File: src/sv/ffca_ram.sv
// ffca_ram: single write port, single registered read port memory
// depends on nothing
module ffca_ram #(
    parameter int W = 48,
    parameter int D = 64
) (
    input  logic                 i_clk,
    input  logic                 i_we,
    input  logic [$clog2(D)-1:0] i_waddr,
    input  logic [W-1:0]         i_wdata,
    input  logic [$clog2(D)-1:0] i_raddr,
    output logic [W-1:0]         o_rdata
);

    logic [W-1:0] r_mem [D];
    logic [W-1:0] r_rdata;

    always_ff @(posedge i_clk) begin
        if (i_we) begin
            r_mem[i_waddr] <= i_wdata;
        end
        r_rdata <= r_mem[i_raddr];
    end

    assign o_rdata = r_rdata;

endmodule

File: config.mk
export PLATFORM = sky130hd
export DESIGN_NAME = ffca_ram
export DESIGN_NICKNAME = d
export VERILOG_FILES = /design/src/sv/ffca_ram.sv
export SDC_FILE = /design/constraint.sdc
export NUM_CORES = 2
export LEC_CHECK = 0
export BUFFER_PORTS_ARGS = -buffer_cell sky130_fd_sc_hd__buf_2
export CAP_MARGIN = 20
export CORE_MARGIN = 2
export CORE_UTILIZATION = 40
export CTS_CLUSTER_SIZE = 40
export DETAILED_ROUTE_END_ITERATION = 10
export GPL_TIMING_DRIVEN = 0
export PLACE_DENSITY = 0.56
export SLEW_MARGIN = 20
export SYNTH_ARGS = -nofsm -noshare
export SYNTH_HDL_FRONTEND = slang
export SYNTH_SLANG_ARGS = --single-unit
File: constraint.sdc
create_clock -name i_clk -period 8.6 [get_ports i_clk]
set_clock_uncertainty 0.2 [all_clocks]
set_input_delay 0.43 -clock i_clk [delete_from_list [all_inputs] [get_ports i_clk]]
set_output_delay 0.43 -clock i_clk [all_outputs]
set_load 0.02 [all_outputs]
Yosys cells after proc, flatten, opt, wreduce, memory -nomap -nowiden. Memory sizes are Yosys's and may differ from the RTL's. A register that Yosys moved wholly into a read port is not among the register bits. Cells that the tools add are included.

Flip-flop bits (word level): 0. Bits in writable memories: 3072. Bits of input ports: 62. Output and inout bits: 48. Word-level logic and storage cells: 3. Memories kept: 1.

Muxes and demuxes: 2.

Memory list: r_mem (depth 64, width 48, rd ports 1, clocked after memory_dff 1, write ports 1, RTL line 15) `logic [W-1:0] r_mem [D];`.

Operators by type and width (count): $mux W1 (2).

Depth between registers and ports, before layout.
Depth in word-level cells: 2. Depth in mapped cells: 9. Gate-level depth less buffers: 5.

Worst setup path after synthesis. No wires, ideal clock.

Kind: input port to flip-flop. From: in i_waddr[3]. To: mem r_mem[48][0] (enable). Library setup time: 513 ps. Arrival: 4202 ps. Required time: 7887 ps. Slack: 3685 ps. Cell stages on the path: 4. Buffers on the path: 1. Cell sequence: clkbuf_1 > nor2b_1 > nand4b_1 > nor3_1.

RTL lines: from (decl) (RTL line 9) `input logic [$clog2(D)-1:0] i_waddr,`; to (decl) (RTL line 15).

Straight into the memory's write port.

==> metrics.txt <==
post-layout instance count excluding filler cells=just under 10000; Nets=approximately 5700; leakage power figure=approximately 43 nW; Post-Route Utilization=47.5%; top post-synthesis cells by count=edfxtp_1 (3072), mux4_2 (754), nor2_1 (132), o22ai_1 (122); Worst setup EP type=flop; warnings from Yosys=0; fraction of registers with async set or reset after synthesis=0%; post_cts resized=0; startpoint types=primary input; number of flops mapped to enable cells by yosys=~3100; class of the most critical setup path=in -> reg; most instantiated flip-flop cell in the synthesis netlist=edfxtp_1; critical path buffer and inverter count=4; internal power of the cells=roughly 25 mW; number of setup violations in the final report=0; final count of hold timing violations=0; grt ovf=0; clock transition time at the flip-flop clock pins of the worst setup and hold paths=about 60 ps; worst path arrival time=~4600 ps; worst IR drop on VDD=around 0.00018 V; HPWL after detailed placement=around 240000 um; Skew-Pair Late Insertion Delay=between 800 and 900 ps; part of the total power dissipated in sequential elements=between 50 and 60%; Tmin final=roughly 4000 ps; Core Area=291000 sq um; number of clock buffers inserted by TritonCTS=between 300 and 400; Post-Synthesis Net Count=5032; worst rel slew slack=approximately 15%; share of Yosys cell area claimed by the top area cell type=roughly four fifths; via count of the first global-routing pass=58100; Initial Util=roughly 40%; buffer type at the clock tree root=clkbuf_16; worst-margin pin slew=between 1000 and 1500 ps; count of unique library cells instantiated by Yosys=36; number of maximum-capacitance violations=0; switching pwr=around 7 mW; final number of max-transition violations=0; max frequency=roughly 240 MHz; Post-Synthesis Cells=around 5000; clock share of power=between 40% and 50%; area growth from synthesis to final layout=18.0%; result of the run=finished clean; number of cells after detailed placement=between 9000 and 10000; maximum fanout along the worst path=10; top cell type by total area after synthesis=edfxtp_1; buffer count from post-CTS setup fixing=0; drt pass-1 iters=6; number of design rule violations left after detail routing=0; GRT Resource Usage Total=between 20% and 30%; Post-Route WL=roughly 350000 um; dominant delay contributor by cell family on the critical path=simple AND/OR/NAND/NOR gates; initial antenna violation count=29; Total Power Consumption=32.1 mW; standard cell with the maximum stage delay on the critical path=nand3b_1; via/cell ratio=approximately 6; crit-path cells=buf_2, buf_4, buf_4, buf_2, nand3b_1, o221ai_1, a21oi_1, nor2_1, a221oi_1; synthesized cell area=117000 sq um; post-route clock period utilization=a little under half; per-instance average area after synthesis=23.6 sq um; per-cell routed wire length=35.8 um; area enclosed by the die boundary=297000 sq um; dominant cells by area after synthesis=edfxtp_1 (79%), mux4_2 (14%), dfxtp_1 (0.82%); Longest Clk Path Bufs=4; Row Count=198; CP peak stage delay=940 ps; vertical extent of the die=545 um; combinational group share of total power=5.5%; endpoint required time on the critical path=9060 ps; post-route worst hold slack=around 130 ps; largest net degree at the start of global routing=65; total of flip-flops plus latches after synthesis=3120; Top Ports=110; Detailed Route Iter0 Violations=8462; share of synthesized area occupied by flip-flops and latches=79.6%; width of the die=roughly 550 um; worst hold path class=in -> reg; power density of the placed cells=about 230 nW/um^2; gpl congestion=about 0.8; Clock Sinks=around 3100; layout cell share with drive strength beyond 1=a little over 30%; number of nets with antenna violations after routing=0; CTS H-tree lvls=5; first-pass GRT wire length=between 400000 and 500000 um; setup repair after global routing missed its margin=no; TritonCTS clock tree=built; most used standard cell by instance count after synthesis=edfxtp_1; switching portion of total power=approximately 22%; vias=~59000; Port-buffer cells=slightly above 100
[worst register-to-register path: stages, from the launching register on]
cell      delay (ps)
edfxtp_1         360
mux4_2           480
a22o_1           270
a221oi_1         720
a211oi_1         390
[worst paths after layout]
check | from | endpoint | slack, ps | cells past startpoint
setup / recovery | i_raddr[1] | o_rdata[34]$_DFF_P_ | 4480 | 9
hold / removal | i_waddr[2] | r_mem[54][25]$_DFFE_PP_ | 130 | 3
setup reg to reg | r_mem[9][13]$_DFFE_PP_ | o_rdata[13]$_DFF_P_ | 5900 | 4
hold reg to reg | r_mem[14][41]$_DFFE_PP_ | o_rdata[41]$_DFF_P_ | 740 | 3
[cell usage in the layout (no fill, tap or decap), drive strengths merged, types with 11 or more instances in the layout]
cell type and n:
a21oi 74, mux4 754, nor2b 24, nand2 55, mux2 12, bufinv 17, a311oi 11, dfxtp 48
buf 499, o221ai 28, nor2 132, a22o 57, o22ai 122, clkbuf 513, edfxtp 3072, a221oi 83
a22oi 72, mux2i 63, a211oi 32, clkinv 123, dlygate4sd3 45
[flip-flops by register name, indices dropped and copies added (netlist names)]
signal,count
r_mem,3072
o_rdata,48
[cells by family after synthesis]
family | after synthesis | share of synthesized area [%]
buffers and inverters | 282 | 1.28
AOI/OAI and AO/OA | 486 | 3.02
DFF | 3120 | 79.6
muxes | 829 | 15.2
and+or+nand+nor | 253 | 0.957
[layout make-up]
class	count	area, sq um
diodes	8	20.0
plain buffers	282	1520
clock buffers	413	8720
clock inverters	159	1250
fillers	23600	153000
multi-input cells	1568	22900
flip-flops and latches	3120	93200
well taps	3900	4880
repair buffers	362	5740
[power by group through the flow]
stage	Clock (mW)	Sequential, mW	Combinational [mW]
finish	13.4	16.9	1.76
floorplan	0	17.2	0.804
detailed placement	0	17.2	1.75
CTS	13.6	16.9	1.76
global placement	0	17.2	1.68
global route	14.2	16.9	1.84
[metal layers]
metal  track usage, %  part of all wire, %
met1             33.3                   41
met2             37.1                   48
met3             3.84                  8.3
met4             6.26                  2.9
met5                0                0.025
[stage by stage]
step           setup WS, ps  setup TNS, ps  instance area [sq um]
6_report               4480              0                 138000
3_3_place_gp          -1770        -162330                 123000
3_5_place_dp           3690              0                 128000
2_1_floorplan          3690              0                 117000
4_1_cts                4620              0                 138000
5_1_grt                4570              0                 138000
[repair_timing]
item | CTS | global route
hold endpoints to repair | 852 | 1756
hold buffers | 15 | 30
setup endpoints to repair | 0 | 0
(Power assumes the default switching activity.)
